**config.mk**
```make
export PLATFORM = sky130hd
export DESIGN_NAME = rrvi_divider
export DESIGN_NICKNAME = d
export VERILOG_FILES = /design/src/sv/rrvi_pkg.sv /design/src/sv/rrvi_divider.sv
export SDC_FILE = /design/constraint.sdc
export NUM_CORES = 1
export LEC_CHECK = 0
export BUFFER_PORTS_ARGS = -buffer_cell sky130_fd_sc_hd__clkbuf_2
export CAP_MARGIN = 25
export CORE_MARGIN = 1.5
export CORE_UTILIZATION = 50
export DETAILED_ROUTE_END_ITERATION = 16
export GPL_TIMING_DRIVEN = 0
export PLACE_DENSITY_LB_ADDON = 0.12
export SLEW_MARGIN = 20
export SYNTH_ARGS = -nofsm -noshare
export SYNTH_HDL_FRONTEND = slang
export SYNTH_SLANG_ARGS = --single-unit
```
**constraint.sdc**
```tcl
create_clock -name clk -period 5.23 [get_ports clk]
set_clock_uncertainty 0.2 [all_clocks]
set_input_delay 1.046 -clock clk [delete_from_list [all_inputs] [get_ports clk]]
set_output_delay 1.046 -clock clk [all_outputs]
set_load 0.02 [all_outputs]
```
**src/sv/rrvi_pkg.sv**
```systemverilog
package rrvi_pkg;

    localparam int WINDOW_MAX = 64;

    localparam int SAMPLE_W = 32;
    localparam int N_W      = 7;
    localparam int P_W      = 11;
    localparam int PSUM_W   = 40;
    localparam int WSUM_W   = 48;
    localparam int EMA_W    = 48;
    localparam int D_W      = 14;
    localparam int R_W      = 36;
    localparam int CHUNK_W  = 14;
    localparam int MA_W     = 48;
    localparam int PROD_W   = MA_W + CHUNK_W + 1;
    localparam int ACC_W    = 74;
    localparam int DIV_W    = 72;
    localparam int DVS_W    = 49;
    localparam int IDX_W    = 23;
    localparam int ADDR_W   = 3;
    localparam int K_W      = 2;

    localparam int R_CHUNKS = (R_W + CHUNK_W - 1) / CHUNK_W;
    localparam int G_CHUNKS = (EMA_W + CHUNK_W - 1) / CHUNK_W;

    localparam logic [N_W-1:0]    WINDOW_RESET = 7'd14;
    localparam logic [P_W-1:0]    PERIOD_RESET = 11'd10;
    localparam logic [P_W-1:0]    PERIOD_MAX   = 11'd1024;
    localparam logic [IDX_W-1:0]  FIFTY_Q16    = 23'd3276800;
    localparam logic [IDX_W-1:0]  HUNDRED_Q16  = 23'd6553600;
    localparam logic [EMA_W-1:0]  TERM_MAX     = {EMA_W{1'b1}};

    localparam logic [ADDR_W-1:0] ADDR_WINDOW  = 3'd0;
    localparam logic [ADDR_W-1:0] ADDR_PERIOD  = 3'd4;

endpackage

```
**src/sv/rrvi_divider.sv**
```systemverilog
module rrvi_divider (
    input  logic                        clk,
    input  logic                        rst_n,
    input  logic                        start,
    input  logic [rrvi_pkg::DIV_W-1:0]  dividend,
    input  logic [rrvi_pkg::DVS_W-1:0]  divisor,
    output logic                        done,
    output logic [rrvi_pkg::DIV_W-1:0]  quotient
);
    import rrvi_pkg::*;

    localparam int CNT_W = $clog2(DIV_W + 1);

    logic [DIV_W-1:0] quo_reg;
    logic [DVS_W-1:0] rem_reg;
    logic [DVS_W-1:0] dvs_reg;
    logic [CNT_W-1:0] cnt_reg;
    logic             busy_reg;
    logic             done_reg;

    logic [DVS_W:0]   shifted;
    logic             fits;

    // restoring division, one quotient bit per cycle
    assign shifted = {rem_reg, quo_reg[DIV_W-1]};
    assign fits    = shifted >= {1'b0, dvs_reg};

    always_ff @(posedge clk or negedge rst_n)
    begin
        if (!rst_n)
        begin
            quo_reg  <= '0;
            rem_reg  <= '0;
            dvs_reg  <= '0;
            cnt_reg  <= '0;
            busy_reg <= 1'b0;
            done_reg <= 1'b0;
        end
        else
        begin
            done_reg <= 1'b0;
            if (start)
            begin
                quo_reg  <= dividend;
                rem_reg  <= '0;
                dvs_reg  <= divisor;
                cnt_reg  <= CNT_W'(DIV_W);
                busy_reg <= 1'b1;
            end
            else if (busy_reg)
            begin
                rem_reg <= fits ? DVS_W'(shifted - {1'b0, dvs_reg}) : shifted[DVS_W-1:0];
                quo_reg <= {quo_reg[DIV_W-2:0], fits};
                cnt_reg <= cnt_reg - 1'b1;
                if (cnt_reg == CNT_W'(1))
                begin
                    busy_reg <= 1'b0;
                    done_reg <= 1'b1;
                end
            end
        end
    end

    assign done     = done_reg;
    assign quotient = quo_reg;

endmodule

```
==> results of run 1 <==
[how the worst min path moves through the flow]
stage | cells after the start | to
floorplan | 2 | rem_reg[48]
global placement | 2 | rem_reg[48]
detailed placement | 2 | cnt_reg[6]
CTS | 2 | cnt_reg[6]
global route | 2 | cnt_reg[6]
finish | 2 | cnt_reg[6]
[worst register-to-register path, delay by kind of cell (launching register included)]
kind | cells | cell delay (ns)
flops | 1 | 0.40
simple gates | 2 | 0.60
fa+ha+maj | 1 | 0.29
buf+inv | 1 | 0.22
compound gates | 7 | 1.98
[logic make-up (layout without fill, tap and decap cells)]
logic type	Yosys count	after routing	share of synthesized area
compound gates	366	366	0.206
xor+xnor	41	41	0.0323
fa+ha+maj	52	52	0.0592
buf+inv	165	394	0.0618
flops	179	179	0.403
mux	86	86	0.0778
simple gates	403	403	0.160
[area by class of cell]
type | instances | area (sq um)
buffer | 88 | 398
clock buffer | 18 | 429
clock inverter | 14 | 155
fill | 2017 | 8730
inverter | 77 | 289
multi-input combinational | 948 | 5950
sequential | 179 | 4480
tap | 280 | 350
timing repair buffer | 197 | 1040
[power groups by stage]
stage / clock network [uW] / registers, uW / logic, uW
after CTS: 1310 / 1800 / 2940
after global placement: 0 / 1820 / 2890
after floorplan: 0 / 1840 / 2140
final: 1300 / 1800 / 2970
after global routing: 1380 / 1830 / 3280
after detailed placement: 0 / 1820 / 2930
[metrics by stage]
stage	instance area [sq um]	utilization	TNS, ns	instances
after floorplan	11100	-	0	1292
after global placement	12400	0.570	-90.12	1767
after detailed placement	12500	0.573	0	1769
after CTS	13100	0.600	0	1801
after global routing	13100	0.600	0	1801
final	13100	0.600	0	1801
[cell usage in the layout (no fill, tap or decap), drive strengths merged, types with 17 or more instances in the layout]
cell type,synthesis,layout
dfrtp,179,179
nor2,89,89
xnor2,27,27
buf,19,21
nand3,17,17
o21ai,153,153
ha,51,51
mux2i,83,83
nand4,22,22
inv,76,85
clkbuf,69,282
a211oi,27,27
nand2,218,218
a311oi,23,23
a21oi,65,65
a21o,26,26
[metal layers]
layer / share of wire / vias up / global-route usage
met4: 0.023 / 0 / 0.0841
met3: 0.080 / 43 / 0.0588
met1: 0.44 / 4826 / 0.386
met5: 0 / - / 0
li1: - / 4969 / -
met2: 0.45 / 371 / 0.439
==> results.md, run 1 <==
* CTS Sinks at 179
* Port-buffer cells at 195
* Last element of the critical path: rem_reg[39]
* Critical path peak fanout at 9
* CTS tree: yes
* Ys flop type: dfrtp_1
* Worst min path class: reg -> reg
* First DRT Iteration DRCs at 704
* Die width at 152 um
* Nets at 1684
* Minimum clock period at 3.76 ns
* Synth-to-Final Area Change at 17.8%
* Post-synth EDFFs at 0
* Crit. End Element: flip-flop
* Critical path class: reg -> reg
* Slew @ Worst Pin at between 0.9 and 1 ns
* Post-synthesis sequential area ratio at 0.403
* Sequential power share at 0.297
* Crit path buf inv count at 1
* Number of flip-flops in the largest register at 72
* Post-DRT Antenna Nets at 0
* Setup WS post-layout at 1.47 ns
* Top post-synthesis cells by area: dfrtp_1 (40%), mux2i_1 (7.5%), nand2_1 (7.4%)
* Logic gate share of total power at 0.489
* CTS resizes at 0
* Origin of the critical flop-to-flop path: rem_reg[13]
* Initial Utilization at 0.509
* Critical Path Most Common Cell: o21ai_0
* WP depth at 11
* Crit path DAT at 3.92 ns
* Worst hold slack at 0.318 ns
* Cts bufs inserted at 17
* Routed len/inst at about 18 um
* Via count at 10209
* Die span in y at between 150 and 200 um
* Status: finished clean
* Post-route DRC at 0
* RSZ-0062 raised after global routing: false
* Top-count cell post-synth: nand2_1
* Crit-path cells: ha_1, clkbuf_1, a21oi_1, o21ai_0, a211oi_1, o21ai_0, o221ai_1, nand4_1, and3_1, o311a_1, a211oi_2
* Ys Warns at 0
* Reg2reg path depth at 11
* H-tree level count at 4
* Slowest cell on crit path: a211oi_1
* Slew HR at 0.387
* Cell family with most CP delay: compound AO/OA/AOI/OAI gates
* Post-synthesis register bit count at 179
* Final hold violations at 0
* VDD IR max at about 0.00028 V
* Async set-or-reset flop fraction in the synthesized netlist at 1.00
* Largest net degree at the start of global routing at 69
* Setup repair bufs after CTS at 0
* Sw Ratio at 0.436
* Syn Std Cell Area at 11100 sq um
* Gpl congestion at between 0.9 and 1
* Top cells by instance count after synthesis: nand2_1 (218), dfrtp_1 (179), o21ai_0 (150), nor2_1 (89), mux2i_1 (83)
* Global Route Usage Sum at 0.279
* Root buf cell: clkbuf_16
* Post-Place Setup Slack at 1.56 ns
* Syn_area_per_cell at 8.60 sq um
* Max_cap viols at 0
* Syn nets at 1468
* Critical path launch point: rem_reg[13]
* Clock share of power at 0.214
* Critical Path RT at 5.39 ns
* Period utilization at 0.719
* Startpoint Class: flip-flop
* CTS max path bufs at 2
* Tot Pwr at 6070 uW
* Cell count after synthesis at 1292
* Area share of the largest cell type after synthesis at 0.403
* Die Area at 23100 sq um
* Worst R2R End: rem_reg[39]
* Total gr overflow at 0
* DR vias/cell at 5.67
* Vias in the first global route at 9895
* Max Clk Rate at 266 MHz
* Leak Pwr at between 0.006 and 0.007 uW
* Worst-path clk slew at around 0.080 ns
* P_sw at 2650 uW
* Final setup vio count at 0
* PD cells at approximately 460 nW/um^2
* N_diodes at 0
* Std-Cell Rows at between 50 and 60
* Yosys top cell by area: dfrtp_1
* First-pass GRT wire length at 52200 um
* Flop2flop setup slack at ~1.5 ns
* Core box area at 21800 sq um
* Initial antenna violation count at 0
* Layout cell share with drive strength beyond 1 at 0.174
* Final-report max-slew violation count at 0
* Final WL at 31700 um
* Worst Min Path Start: cnt_reg[6]
* Internal at between 3000 and 4000 uW
* Number of library cell types mapped by synthesis at 72
* Slowest cell delay on critical path at 0.49 ns
* IO Pins at 197
* Clk Latency, worst-skew pair at 0.45 ns
* Hpwl dp at about 24000 um
* DRT Pass-1 Iters at 5
* Hold Buf Count CTS at 0
Note: power is estimated with default switching activity, not from simulation.
==> run 2, diff against run 1 <==
==> constraint.sdc (replaced) <==
create_clock -name clk -period 3.05 [get_ports clk]
set_clock_uncertainty 0.2 [all_clocks]
set_input_delay 0.61 -clock clk [delete_from_list [all_inputs] [get_ports clk]]
set_output_delay 0.61 -clock clk [all_outputs]
set_load 0.02 [all_outputs]
==> run 2 against run 1 <==
Against the previous run:
- the flow now finishes with violations (negative setup slack)
- critical path type unchanged
- sequential share of layout area decreased by 4.1 points
- die area did not move
- largest power group unchanged
- maximum frequency grew 11%
- critical endpoint is now rem_reg[44]
- non-clock buffer count is 53 higher
==> results.md, run 2 (synthesis results as in run 1) <==
* Final setup vio count at 50 (was 0)
* TNS Setup at -7.62 ns (was 0 ns)
* Vias in the first global route at 10488 (was 9895)
* Post-route DRC at 0 (unchanged)
* Setup WS post-layout at -0.338 ns (was 1.47 ns)
* Die span in y at 152 um (unchanged)
* Post-layout util at 0.682 (was 0.600)
* Status: finished with violations (was finished clean)
* DRT Pass-1 Iters at 5 (unchanged)
* Crit path DAT at 3.48 ns (was 3.92 ns)
* Multi-input logic area at 6980 sq um (was 5950 sq um)
* Final-report max-slew violation count at 0 (unchanged)
* PD cells at 893 nW/um^2 (was 464 nW/um^2)
* Synth-to-Final Area Change at 34.0% (was 17.8%)
* Sw Ratio at 0.429 (was 0.436)
* First DRT Iteration DRCs at 794 (was 704)
* Area occupied by registers at 4480 sq um (about the same)
* Max_cap viols at 0 (unchanged)
* Minimum clock period at 3.39 ns (was 3.76 ns)
* Die Area at 23100 sq um (unchanged)
* Critical path class: reg -> reg (unchanged)
* Period utilization at 1.11 (was 0.719)
* Filler Cell Count at 1774 (was 2017)
* Slew HR at 0.270 (was 0.387)
* P_sw at 5700 uW (was 2650 uW)
* CTS max path bufs at 2 (unchanged)
* H-tree level count at 4 (unchanged)
* Final hold violations at 0 (unchanged)
* Number of flip-flops in the largest register at 72 (unchanged)
* Critical Path RT at 3.14 ns (was 5.39 ns)
* Leak Pwr at 0.00739 uW (was 0.00684 uW)
* Post-Place Setup Slack at -0.628 ns (was 1.56 ns)
* Slowest cell on crit path: or4_1 (was a211oi_1)
* Critical path peak fanout at 8 (was 9)
* Std-Cell Rows at 54 (unchanged)
* Startpoint Class: flip-flop (unchanged)
* Clock share of power at 0.168 (was 0.214)
* Via count at 10930 (was 10209)
* N_diodes at 0 (unchanged)
* First-pass GRT wire length at 55400 um (was 52200 um)
* IO Pins at 197 (unchanged)
* Die width at 152 um (unchanged)
* Routed len/inst at 19.3 um (was 17.6 um)
* Slew @ Worst Pin at 1.10 ns (was 0.920 ns)
* Cts bufs inserted at 17 (unchanged)
* Logic gate share of total power at 0.595 (was 0.489)
* Internal at 7600 uW (was 3420 uW)
* Worst-path clk slew at 0.08 ns (about the same)
* Max Clk Rate at 295 MHz (was 266 MHz)
* CTS tree: yes (unchanged)
* Gpl congestion at 0.927 (was 0.915)
* Post-DRT Antenna Nets at 0 (unchanged)
* Final WL at 35800 um (was 31700 um)
* Crit. End Element: flip-flop (unchanged)
* Initial antenna violation count at 0 (unchanged)
* Port-buffer cells at 195 (unchanged)
* Initial Utilization at 0.509 (unchanged)
* VDD IR max at 0.000481 V (was 0.000282 V)
* Sequential power share at 0.238 (was 0.297)
* Slowest cell delay on critical path at 0.51 ns (was 0.49 ns)
* Commonest non-fill, non-tap cell in the layout: nand2_1 (unchanged)
* Worst min path class: in -> reg (was reg -> reg)
* Hpwl dp at 23900 um (was 24000 um)
* CTS Sinks at 179 (unchanged)
* Commonest non-fill, non-tap cells in the layout: nand2_1 (197), clkbuf_2 (194), dfrtp_1 (177) (was nand2_1 (218), clkbuf_2 (199), dfrtp_1 (179))
* Root buf cell: clkbuf_16 (unchanged)
* Tot Pwr at 13300 uW (was 6070 uW)
* Crit-path cells: ha_4, nand4_1, or3_1, o32ai_2, nor4_1, or4_1, nand2_1, mux2i_1, a211oi_1 (was ha_1, clkbuf_1, a21oi_1, o21ai_0, a211oi_1, o21ai_0, o221ai_1, nand4_1, and3_1, o311a_1, a211oi_2)
* Layout cell share with drive strength beyond 1 at 0.313 (was 0.174)
* Total gr overflow at 0 (unchanged)
* Nets at 1737 (was 1684)
* Global Route Usage Sum at 0.296 (was 0.279)
* Worst hold slack at 0.158 ns (was 0.318 ns)
* Core box area at 21800 sq um (unchanged)
* Clk Latency, worst-skew pair at 0.45 ns (about the same)
* DR vias/cell at 5.90 (was 5.67)
* RSZ-0062 raised after global routing: true (was false)
* Largest net degree at the start of global routing at 83 (was 69)
* Violated checks: negative setup slack
run 2: changes by cell type in the layout (fill, tap and decap cells not counted), moves of 13 or more:
| cell | delta |
|---|---|
| buf_6 | +14 |
| ha_4 | +26 |
| nand2_1 | -21 |
| ha_1 | -35 |
| clkbuf_1 | -19 |
| buf_4 | +51 |
| a21oi_1 | -16 |
| nand2_2 | +13 |
run 2: layout make-up:
type / count / area share
Multi-Input combinational cell: 948 / 0.469
Sequential cell: 179 / 0.301
Timing Repair Buffer: 273 / 0.121
Clock buffer: 17 / 0.0286
Buffer: 65 / 0.0264
Tap cell: 280 / 0.0235
Inverter: 77 / 0.0194
Clock inverter: 14 / 0.0109
run 2: routing by layer:
layer / up-vias / part of all wire / global-route usage / routed length (um)
li1: 5081 / - / - / -
met1: 5248 / 0.42 / 0.403 / 15000
met2: 501 / 0.47 / 0.476 / 16900
met3: 100 / 0.075 / 0.0559 / 2690
met4: 0 / 0.034 / 0.0952 / 1210
met5: - / 0 / 0 / 0
run 2: power by group through the flow:
stage	clock [uW]	sequential (uW)	combinational [uW]
final	2230	3160	7910
after global routing	2350	3210	8390
after CTS	2250	3110	6460
after detailed placement	0	3120	5060
after global placement	0	3110	4990
after floorplan	0	3150	3690
run 2: stage by stage:
stage / cells / cell area, sq um
final: 1853 / 14900
after CTS: 1829 / 14100
after floorplan: 1292 / 11200
after global placement: 1767 / 12500
after global routing: 1853 / 14900
after detailed placement: 1769 / 12500
run 2: path summary, 6_finish.rpt:
kind | start | to | slack [ns] | cells after the start
worst max register to register | rem_reg[18] | rem_reg[44] | -0.34 | 9
min in group asynchronous | rst_n | dvs_reg[14] | 0.46 | 2
max in group asynchronous | rst_n | quotient[71] | 1.14 | 4
worst min-delay path | dividend[16] | quotient[16] | 0.16 | 3
worst min register to register | cnt_reg[6] | cnt_reg[6] | 0.32 | 2
worst max-delay path | rem_reg[18] | rem_reg[44] | -0.34 | 9
run 2: worst max-delay path: cells and delay by family (launching register included):
| kind | cells | cell delay [ns] |
|---|---|---|
| multiplexers | 1 | 0.27 |
| flip-flops | 1 | 0.49 |
| adder cells (fa/ha/maj) | 1 | 0.37 |
| AO/OA/AOI/OAI | 2 | 0.37 |
| AND/OR/NAND/NOR | 5 | 1.54 |
run 2: repair_timing:
action | 4_1_cts | 5_1_grt
gates cloned | 4 | 5
endpoints found under the setup margin | 50 | 50
buffers inserted | 46 | 24
pin swaps | 66 | 47
endpoints found under the hold margin | 49 | 0
resized for setup | 150 | 123
hold buffers | 1 | 0
